===== src/hw/rtl/rgbafb_pkg.sv =====
package rgbafb_pkg;

  // register file layout
  localparam int unsigned NumRegs  = 8;
  localparam int unsigned RegIdxW  = $clog2(NumRegs);
  localparam int unsigned CfgIdxW  = 8;
  localparam int unsigned CfgDataW = 32;
  localparam int unsigned FieldW   = 5;
  localparam int unsigned PixelW   = 32;

  typedef logic [FieldW-1:0] cfg_field_t;
  typedef logic [RegIdxW-1:0] reg_idx_t;

  // register indexes
  localparam reg_idx_t RegRedOff   = 3'd0;
  localparam reg_idx_t RegRedLen   = 3'd1;
  localparam reg_idx_t RegGreenOff = 3'd2;
  localparam reg_idx_t RegGreenLen = 3'd3;
  localparam reg_idx_t RegBlueOff  = 3'd4;
  localparam reg_idx_t RegBlueLen  = 3'd5;
  localparam reg_idx_t RegAlphaOff = 3'd6;
  localparam reg_idx_t RegAlphaLen = 3'd7;

  // reset layout: R0/8 G8/8 B16/8, no alpha
  localparam cfg_field_t CfgReset [NumRegs] = '{
    5'd0, 5'd8, 5'd8, 5'd8, 5'd16, 5'd8, 5'd24, 5'd0
  };

  localparam cfg_field_t MaxLen   = 5'd16;
  localparam cfg_field_t ByteLen  = 5'd8;
  localparam cfg_field_t GreenPos = 5'd8;
  localparam cfg_field_t BluePos  = 5'd16;
  localparam cfg_field_t AlphaPos = 5'd24;
  localparam logic [15:0] RoundBias = 16'd127;

  // scale an 8-bit channel to len bits (len clamped to 16)
  function automatic logic [15:0] scale_chan(input logic [7:0] v, input cfg_field_t len);
    cfg_field_t  n;
    logic [15:0] rep;
    logic [15:0] prod;
    logic [15:0] x;
    logic [15:0] q;
    n    = (len > MaxLen) ? MaxLen : len;
    // replicate top bits for 8..16
    rep  = {v, v} >> (MaxLen - n);
    // v*(2^n-1) as a shift and subtract
    prod = ({8'd0, v} << n[2:0]) - {8'd0, v};
    x    = prod + RoundBias;
    // divide by 255: exact for x below 65280, where the sum fits in 16 bits
    q    = (x + (x >> 8) + 16'd1) >> 8;
    if (n == 5'd0) begin
      scale_chan = 16'd0;
    end else if (n >= ByteLen) begin
      scale_chan = rep;
    end else begin
      scale_chan = q;
    end
  endfunction

  // shift a field to its offset, dropping bits above 31
  function automatic logic [PixelW-1:0] place_chan(input logic [15:0] f, input cfg_field_t off);
    place_chan = {16'd0, f} << off;
  endfunction

endpackage


===== src/hw/rtl/rgba_to_framebuffer_pixel_pack_core.sv =====
// RGBA8888 to framebuffer pixel packer
// Input: pulse start_i with source_pixel_i (R in 7:0 .. A in 31:24); a pixel
// transfer happens when start_i is high and busy_o is low. busy_o stays low,
// so one pixel can be taken every clock.
// Output: packed_pixel_o is valid for one cycle while done_o is high; each
// pixel passes the input register, then the result register.
// Throughput is one pixel per cycle, set by the single pass of scale and
// shift logic between the two registers.
// Configuration: cfg_valid_i/cfg_ready_o with cfg_index_i and cfg_data_i;
// only the low 5 bits of the data are kept, indexes above 7 are ignored.
// cfg_ready_o is always high. Write registers only while no pixel is in
// flight.
// Reset: clears the pipeline valid bits and loads the layout R0/8 G8/8 B16/8
// with no alpha, in which pixels pass through unchanged.
// The receiver cannot stall: done_o must be taken in its cycle.
module rgba_to_framebuffer_pixel_pack_core
  import rgbafb_pkg::*;
(
  input  logic                clk_i,
  input  logic                rst_ni,
  input  logic                start_i,
  output logic                busy_o,
  input  logic [PixelW-1:0]   source_pixel_i,
  output logic                done_o,
  output logic [PixelW-1:0]   packed_pixel_o,
  input  logic                cfg_valid_i,
  output logic                cfg_ready_o,
  input  logic [CfgIdxW-1:0]  cfg_index_i,
  input  logic [CfgDataW-1:0] cfg_data_i
);

  cfg_field_t        cfg_q [NumRegs];
  logic              in_valid_q;
  logic [PixelW-1:0] pixel_q;
  logic              out_valid_q;
  logic [PixelW-1:0] packed_d;
  logic [PixelW-1:0] packed_q;
  logic              cfg_hit;
  logic              direct;

  assign busy_o      = 1'b0;
  assign cfg_ready_o = 1'b1;

  // register write decode
  assign cfg_hit = cfg_valid_i && (cfg_index_i < CfgIdxW'(NumRegs));

  always_ff @(posedge clk_i or negedge rst_ni) begin
    if (!rst_ni) begin
      for (int i = 0; i < NumRegs; i++) begin
        cfg_q[i] <= CfgReset[i];
      end
    end else if (cfg_hit) begin
      cfg_q[cfg_index_i[RegIdxW-1:0]] <= cfg_data_i[FieldW-1:0];
    end
  end

  // input register
  always_ff @(posedge clk_i or negedge rst_ni) begin
    if (!rst_ni) begin
      in_valid_q <= 1'b0;
    end else begin
      in_valid_q <= start_i && !busy_o;
    end
  end

  always_ff @(posedge clk_i) begin
    if (start_i && !busy_o) begin
      pixel_q <= source_pixel_i;
    end
  end

  // pass-through layout detect
  assign direct = (cfg_q[RegRedOff] == 5'd0) && (cfg_q[RegRedLen] == ByteLen) &&
                  (cfg_q[RegGreenOff] == GreenPos) && (cfg_q[RegGreenLen] == ByteLen) &&
                  (cfg_q[RegBlueOff] == BluePos) && (cfg_q[RegBlueLen] == ByteLen) &&
                  ((cfg_q[RegAlphaLen] == 5'd0) ||
                   ((cfg_q[RegAlphaOff] == AlphaPos) && (cfg_q[RegAlphaLen] == ByteLen)));

  // scale each channel and merge into the output word, or copy the pixel for the pass-through layout
  always_comb begin
    if (direct) begin
      packed_d = pixel_q;
    end else begin
      packed_d = place_chan(scale_chan(pixel_q[7:0],   cfg_q[RegRedLen]),   cfg_q[RegRedOff])
               | place_chan(scale_chan(pixel_q[15:8],  cfg_q[RegGreenLen]), cfg_q[RegGreenOff])
               | place_chan(scale_chan(pixel_q[23:16], cfg_q[RegBlueLen]),  cfg_q[RegBlueOff])
               | place_chan(scale_chan(pixel_q[31:24], cfg_q[RegAlphaLen]), cfg_q[RegAlphaOff]);
    end
  end

  // result register
  always_ff @(posedge clk_i or negedge rst_ni) begin
    if (!rst_ni) begin
      out_valid_q <= 1'b0;
    end else begin
      out_valid_q <= in_valid_q;
    end
  end

  always_ff @(posedge clk_i) begin
    if (in_valid_q) begin
      packed_q <= packed_d;
    end
  end

  assign done_o         = out_valid_q;
  assign packed_pixel_o = packed_q;

`ifndef NO_ASSERTIONS
  // every pixel transfer yields exactly one result, after the input and result registers
  a_result_follows: assert property (@(posedge clk_i) disable iff (!rst_ni)
    (start_i && !busy_o) |-> ##2 done_o)
    else $error("pixel transfer lost its result");

  a_no_spurious: assert property (@(posedge clk_i) disable iff (!rst_ni)
    done_o |-> $past(start_i && !busy_o, 2))
    else $error("result without a pixel transfer");

  // pass-through layout keeps the pixel bits
  a_direct_copy: assert property (@(posedge clk_i) disable iff (!rst_ni)
    (in_valid_q && direct) |=> (packed_pixel_o == $past(pixel_q)))
    else $error("pass-through layout altered the pixel");
`endif

endmodule

===== config.mk =====
export PLATFORM = sky130hd
export DESIGN_NAME = rgba_to_framebuffer_pixel_pack_core
export DESIGN_NICKNAME = d
export VERILOG_FILES = /design/src/hw/rtl/rgbafb_pkg.sv /design/src/hw/rtl/rgba_to_framebuffer_pixel_pack_core.sv
export SDC_FILE = /design/constraint.sdc
export NUM_CORES = 1
export LEC_CHECK = 0
export ABC_CLOCK_PERIOD_IN_PS = 7350
export BUFFER_PORTS_ARGS = -buffer_cell sky130_fd_sc_hd__buf_2
export CAP_MARGIN = 30
export CORE_MARGIN = 8
export CORE_UTILIZATION = 45
export DETAILED_ROUTE_END_ITERATION = 8
export PLACE_DENSITY = 0.68
export SYNTH_ARGS = -nofsm -noshare
export SYNTH_HDL_FRONTEND = slang
export SYNTH_SLANG_ARGS = --single-unit
export TNS_END_PERCENT = 50

===== constraint.sdc =====
create_clock -name clk_i -period 7.35 [get_ports clk_i]
set_input_delay 0.3675 -clock clk_i [delete_from_list [all_inputs] [get_ports clk_i]]
set_output_delay 0.3675 -clock clk_i [all_outputs]
set_load 0.01 [all_outputs]

After elaboration in Yosys (flattened, before gate mapping)
Index checks and enable logic that the tools add are counted.
{"block": "word_totals", "in_bits": 76, "elab_cells": 102, "ff_bits": 106, "output_inout_bits": 35}
{"block": "classes", "n_eq_ne": 7, "n_reduce_logical": 16, "shifts": 12, "bitwise_logic": 4, "n_addsub": 20, "magnitude_cmp": 11, "mux": 20}
{"op": "2-to-1 mux 16 bit", "n": 12}
{"op": "<< shifter 16 x 5 -> 32 bit", "n": 4}
{"op": "bitwise OR 32 bit", "n": 3}
{"op": "adder 16 x 1 -> 16 bit, second input constant", "n": 4}
{"op": "adder 16 x 7 -> 16 bit, second input constant", "n": 4}
{"op": "adder 16 x 8 -> 16 bit", "n": 4}
{"op": "<< shifter 8 x 3 -> 16 bit", "n": 4}
{"op": ">> shifter 16 x 5 -> 16 bit", "n": 4}
{"op": "subtractor 16 x 8 -> 16 bit", "n": 4}
{"op": "bitwise mux 40 bit", "n": 1}
{"op": "2-to-1 mux 32 bit", "n": 1}
{"op": "zero test 5 bit", "n": 6}
{"op": "== test 5 x 4 -> 1 bit, second input constant", "n": 5}
{"op": "2-to-1 mux 5 bit", "n": 5}
{"op": "greater-or-equal comparator 5 x 4 -> 1 bit, second input constant", "n": 4}
{"op": "greater-than comparator 5 bit, second input constant", "n": 4}
{"op": "subtractor 5 bit, first input constant", "n": 4}
{"op": "demux 5 bit (select 3 bit)", "n": 1}
{"op": "== test 5 bit, second input constant", "n": 2}
{"op": "logical AND 1 bit", "n": 9}
{"op": "< comparator 8 x 4 -> 1 bit, second input constant", "n": 1}
{"op": "greater-or-equal comparator 4 bit, second input constant", "n": 1}
{"op": "< comparator 4 x 1 -> 1 bit, second input constant", "n": 1}
{"op": "inverter 3 -> 4 bit", "n": 1}
{"op": "logical OR 1 bit", "n": 1}

Depth between registers and ports, before layout
{"block": "depth", "ltp_word": 15, "ltp_mapped": 32, "ltp_nobuf": 29}

Worst setup path before layout
Ideal clock, no wire load.
{"block": "synth_path", "path_kind": "reg2reg", "from": "reg cfg_q[0] (netlist name)", "to": "reg packed_q[11], in the netlist packed_pixel_o[11] (data pin)", "synth_period_minus_slack_ps": 7011, "slack_ps": 339, "setup_time_ps": 272, "path_buffers": 4, "required_time_ps": 7078, "stages_incl_launch_ff": 32, "arrival_ps": 6739, "path_cell_list": "dfrtp_1 -> clkbuf_1 -> nor2b_1 -> buf_1 -> clkbuf_1 -> nand2_1 -> o21ai_0 -> nor2_1 -> a21oi_1 -> mux2i_1 -> ha_1 -> inv_1 -> ha_1 -> a21o_1 -> a31o_2 -> a2111oi_2 -> nor4_1 -> or3_1 -> ha_1 -> nand3_1 -> a21oi_1 -> nand2b_1 -> nor4_2 -> and3_1 -> buf_2 -> nand4_1 -> and3_1 -> a211oi_1 -> o211ai_1 -> a221o_1 -> a2111oi_2 -> a32oi_1"}
{"block": "synth_between", "elab_chain_len": 13, "elab_cells_between_ends": 22, "classes_between": "add/sub (5); order compare (2); eq/ne (1); shift (3); mux (5); bitwise (1); reduce/logical (5)"}
{"item": "start, declared", "line_no": "rgba_to_framebuffer_pixel_pack_core.sv:32", "rtl": "cfg_field_t cfg_q [NumRegs];"}
{"item": "start signal, assigned by index", "line_no": "rgba_to_framebuffer_pixel_pack_core.sv:50", "rtl": "cfg_q[i] <= CfgReset[i];"}
{"item": "start signal, assigned by index", "line_no": "rgba_to_framebuffer_pixel_pack_core.sv:53", "rtl": "cfg_q[cfg_index_i[RegIdxW-1:0]] <= cfg_data_i[FieldW-1:0];"}
{"item": "greater-than comparator 5 bit", "line_no": "rgbafb_pkg.sv:43", "rtl": "n = (len > MaxLen) ? MaxLen : len;"}
{"item": "2-to-1 mux 5 bit", "line_no": "rgbafb_pkg.sv:43"}
{"item": "<< shifter 8 x 3 -> 16 bit", "line_no": "rgbafb_pkg.sv:47", "rtl": "prod = ({8'd0, v} << n[2:0]) - {8'd0, v};"}
{"item": "subtractor 16 x 8 -> 16 bit", "line_no": "rgbafb_pkg.sv:47"}
{"item": "adder 16 x 7 -> 16 bit", "line_no": "rgbafb_pkg.sv:48", "rtl": "x = prod + RoundBias;"}
{"item": "adder 16 x 8 -> 16 bit", "line_no": "rgbafb_pkg.sv:50", "rtl": "q = (x + (x >> 8) + 16'd1) >> 8;"}
{"item": "adder 16 x 1 -> 16 bit", "line_no": "rgbafb_pkg.sv:50"}
{"item": "2-to-1 mux 16 bit", "line_no": "rgbafb_pkg.sv:53", "rtl": "end else if (n >= ByteLen) begin"}
{"item": "2-to-1 mux 16 bit", "line_no": "rgbafb_pkg.sv:51", "rtl": "if (n == 5'd0) begin"}
{"item": "2-to-1 mux 16 bit", "line_no": "rgba_to_framebuffer_pixel_pack_core.sv:81", "rtl": "if (direct) begin"}
{"item": "<< shifter 16 x 5 -> 32 bit", "line_no": "rgbafb_pkg.sv:62", "rtl": "place_chan = {16'd0, f} << off;"}
{"item": "bitwise OR 32 bit", "line_no": "rgba_to_framebuffer_pixel_pack_core.sv:87", "rtl": "| place_chan(scale_chan(pixel_q[31:24], cfg_q[RegAlphaLen]), cfg_q[RegAlphaOff]);"}
{"item": "2-to-1 mux 32 bit *", "line_no": "rgba_to_framebuffer_pixel_pack_core.sv:81"}
{"item": "named net packed_d[11]", "line_no": "rgba_to_framebuffer_pixel_pack_core.sv:36", "rtl": "logic [PixelW-1:0] packed_d;"}
{"item": "end signal, assigned", "line_no": "rgba_to_framebuffer_pixel_pack_core.sv:102", "rtl": "packed_q <= packed_d;"}
{"item": "end, declared", "line_no": "rgba_to_framebuffer_pixel_pack_core.sv:37", "rtl": "logic [PixelW-1:0] packed_q;"}
The timed path passes the listed nets; every way through them passes the cells marked *. The select of a mux whose other input is x is not followed.
A chain may end at the register's enable or synchronous reset.

Final worst setup path
{"block": "layout_path", "from": "reg cfg_q[34] (netlist name)", "to": "reg packed_q[31], in the netlist packed_pixel_o[31] (data pin)"}
{"block": "layout_between", "elab_chain_len": 15, "elab_cells_between_ends": 26, "classes_between": "add/sub (5); order compare (2); eq/ne (1); shift (3); mux (5); bitwise (3); reduce/logical (7)"}
{"item": "greater-than comparator 5 bit", "line_no": "rgbafb_pkg.sv:43"}
{"item": "2-to-1 mux 5 bit", "line_no": "rgbafb_pkg.sv:43"}
{"item": "<< shifter 8 x 3 -> 16 bit", "line_no": "rgbafb_pkg.sv:47"}
{"item": "subtractor 16 x 8 -> 16 bit", "line_no": "rgbafb_pkg.sv:47"}
{"item": "adder 16 x 7 -> 16 bit", "line_no": "rgbafb_pkg.sv:48"}
{"item": "adder 16 x 8 -> 16 bit", "line_no": "rgbafb_pkg.sv:50"}
{"item": "adder 16 x 1 -> 16 bit", "line_no": "rgbafb_pkg.sv:50"}
{"item": "2-to-1 mux 16 bit", "line_no": "rgbafb_pkg.sv:53"}
{"item": "2-to-1 mux 16 bit", "line_no": "rgbafb_pkg.sv:51"}
{"item": "2-to-1 mux 16 bit", "line_no": "rgba_to_framebuffer_pixel_pack_core.sv:81"}
{"item": "<< shifter 16 x 5 -> 32 bit", "line_no": "rgbafb_pkg.sv:62"}
{"item": "bitwise OR 32 bit", "line_no": "rgba_to_framebuffer_pixel_pack_core.sv:85", "rtl": "| place_chan(scale_chan(pixel_q[15:8], cfg_q[RegGreenLen]), cfg_q[RegGreenOff])"}
{"item": "bitwise OR 32 bit", "line_no": "rgba_to_framebuffer_pixel_pack_core.sv:86", "rtl": "| place_chan(scale_chan(pixel_q[23:16], cfg_q[RegBlueLen]), cfg_q[RegBlueOff])"}
{"item": "bitwise OR 32 bit", "line_no": "rgba_to_framebuffer_pixel_pack_core.sv:87"}
{"item": "2-to-1 mux 32 bit *", "line_no": "rgba_to_framebuffer_pixel_pack_core.sv:81"}
{"item": "named net packed_d[31]", "line_no": "rgba_to_framebuffer_pixel_pack_core.sv:36"}
Marked as above.

==> impl_metrics.toml <==
[cts]
clk_pin_slew_ns = 0.10
hold_buffers = 0
cts_sinks = 106
cts_root_buf = "clkbuf_16"
htreeDepth = 3
numCtsBuffers = 9
clk_latency_ns = 0.40
cts_tree = "done"
cts_buffer_depth = 2

[synth]
synth_edf_count = 64
yosys-top-cells-area = "edfxtp_1 (9.6%), ha_1 (6.9%), nor2_1 (5.7%)"
synth_common_cells = "nor2_1 (303), nand2_1 (298), a21oi_1 (171)"
synth_top_area_cell = "edfxtp_1"
synthCells = 2760
synth_ff_type = "edfxtp_1"
yosys_warnings = 0
ys_seq_area_share_pct = 14.9
syn_avg_cell_area_um2 = 7.24
synth_seq_cells = 106
async_flop_share_pct = 39.6
synth_area_mm2 = 0.0200
synthDistinctLibCells = 113
yosysMostFrequentCell = "nor2_1"
syn_nets = 2950
synth.top_cell.area_share_pct = 9.61

[grt]
grt_util_all_layers_pct = 33.4
grt_pass1_wl_um = 133000
met2_usage_pct = 51.1
antenna_found_initial = 0
gr-usage-met1_pct = 46.6
grt-ovfl-total = 0
grt_max_degree = 45
grt.met3_usage_pct = 5.42
top_usage_layer = "met2"
grt_pass1_vias = 21425

[sta]
drv_slew = 0
finalHoldViolCount = 0
timing.fmax_ghz = 0.141
worst_slew_pin_slew_ns = 1.05
fin_crit_sh_pct = 96.6
min_period_ns = 7.10
setup_violations = 0
rsz0062_at_grt = "true"
relSlewSlack_pct = 29.7
setup_ws_ns = 0.250
fin_skew_ns = 0.0247

[power_and_ir_drop]
p_int_uw = 2000
p_per_area_mw_per_mm2 = 191
p_leak_uw = 0.00893
p_total_uw = 4200
ir_worst_vdd_mv = 0.165
seqPwrFrac_pct = 18.3
clock_power_share_pct = 12.2
p_switching_uw = 2200
pwr-share-comb_pct = 69.5
switching_share_pct = 52.4

[finish]
multi_input_area_mm2 = 0.0161
drive_above_1_share_pct = 15.0
syn_to_final_growth_pct = 10.1
fill_cells = 4494
layout.area.seq_mm2 = 0.00298
nNetsFinal = 3014
antenna_cells = 0

[place]
dp_slack_ns = 0.0722
dp_hpwl_um = 71000
gp_congestion = 1.05
io_buffers = 81

[floorplanning]
core_area_mm2 = 0.0440
start_util_pct = 45.4
io_pins = 111
die_w_um = 227
die-area_mm2 = 0.0514
dieHeight_um = 227
row_count = 77

[critical_path]
required_ns = 7.53
crit_top_cell = "ha_1"
crit_type = "flip-flop to flip-flop"
path_max_fanout = 9
worstPathCellList = "or3b_2 > o21ai_0 > mux2i_1 > and2_1 > ha_1 > ha_1 > o211ai_1 > o21ai_1 > a2111oi_2 > o211ai_1 > inv_1 > ha_1 > a21o_1 > a21o_1 > a31oi_1 > buf_4 > nand3_1 > o21ai_0 > nor3_1 > o221a_2 > a31oi_1 > mux2i_1 > o221a_2 > a21oi_1"
startpoint_type = "flip-flop"
crit_arrival_ns = 7.28
critPathMaxStageDelay_ns = 0.54
worst-path-buf-inv = 2
critPathSlowestCell = "a31oi_1"
worstSetupEndpointType = "flip-flop"
critPathTopFamily = "compound AO/OA/AOI/OAI gates"

[drt]
final_antenna_net_count = 0
wl_per_cell_um = 26.0
num_vias = 23349
dr.pass1.iters = 6
via_per_inst = 6.83
drc = 0
wirelength_um = 88900
drt_first_iter_violations = 3044

[hold_path]
hp-class = "input port to asynchronous set/reset pin"

[status]
status = "finished clean"

[job]
drv_cap = 0
[kinds of logic (layout without fill, tap and decap cells)]
kind of cell | Yosys count | count (layout) | synth area share, %
and+or+nand+nor | 1080 | 1080 | 26.0
AOI/OAI and AO/OA | 927 | 927 | 33.1
buffers and inverters | 307 | 376 | 6.15
muxes | 167 | 167 | 9.79
adders and majority gates | 116 | 116 | 7.39
DFF | 106 | 106 | 14.9
xor gates and xnor gates | 55 | 55 | 2.55
other | 2 | 2 | 0.0376
[power groups by stage]
stage | logic [µW] | registers [µW] | clock network [µW]
3_5_place_dp | 2730 | 779 | 0
6_report | 2920 | 768 | 512
2_1_floorplan | 1910 | 762 | 0
3_3_place_gp | 2700 | 776 | 0
4_1_cts | 2750 | 766 | 526
5_1_grt | 3130 | 776 | 542
[final timing paths]
check                                        from                  to  slack (ns)  cells after the start
min in group clk_i              source_pixel_i[4]          pixel_q[4]        0.13                      1
worst min-delay path                       rst_ni            cfg_q[7]        0.07                      2
worst max register to register          cfg_q[34]  packed_pixel_o[31]        0.25                     24
worst min register to register          cfg_q[30]           cfg_q[30]        0.61                      1
max in group asynchronous                  rst_ni              done_o        6.80                      2
worst max-delay path                    cfg_q[34]  packed_pixel_o[31]        0.25                     24
[per-stage QoR]
step / hold slack [ns] / instance area (µm²) / setup TNS [ns] / std cells / utilization (%)
final: 0.0718 / 22000 / 0 / 3421 / 50.0
after global routing: 0.109 / 22000 / -0.359 / 3421 / 50.0
after CTS: 0.0724 / 21700 / 0 / 3414 / 49.3
after detailed placement: 0.517 / 21400 / 0 / 3398 / 48.6
after global placement: 0.516 / 21400 / 0 / 3393 / 48.5
after floorplan: 0.0719 / 20000 / 0 / 2760 / -
[layer usage]
layer  part of all wire, %  vias up  wire [µm]
met3                   8.8      198       7790
met5                     0        -          0
li1                      -    10674          -
met4                   4.0        0       3550
met1                    44    11195      39200
met2                    43     1282      38400
[flip-flops by register name, summed over array words and instances, names as in the netlist]
signal,count
packed_pixel_o,32
pixel_q,32
cfg_q,40
done_o,1
in_valid_q,1
[area by class of cell]
cell class	count	share of cell area, %
multi-input combinational	2347	72.9
sequential	106	13.5
timing repair buffer	214	6.35
tap	592	3.36
inverter	146	2.49
clock buffer	10	1.04
clock inverter	6	0.279
[layout by cell type, fill, tap and decap left out, drive strengths merged, types with 20 or more instances in the layout]
cell type  count
a211o         23
a211oi        80
a21o          43
a21oi        175
a22oi         30
a31oi         53
and2          38
and3          28
buf          214
dfrtp         35
edfxtp        64
ha           110
inv          143
mux2          45
mux2i        104
nand2        298
nand2b        33
nand3         97
nand4         25
nor2         303
nor2b         25
nor3          83
nor4          29
o2111ai       20
o211ai        49
o21a          24
o21ai        149
o22ai         22
o31ai         31
or2           25
or3           25
xnor2         37
[what timing repair did]
action | in CTS | in global routing
resized for setup | 0 | 57
endpoints found under the hold margin | 0 | 0
setup buffers | 0 | 6
endpoints found under the setup margin | 0 | 29
No activity file was read; power rests on OpenSTA's default activity.
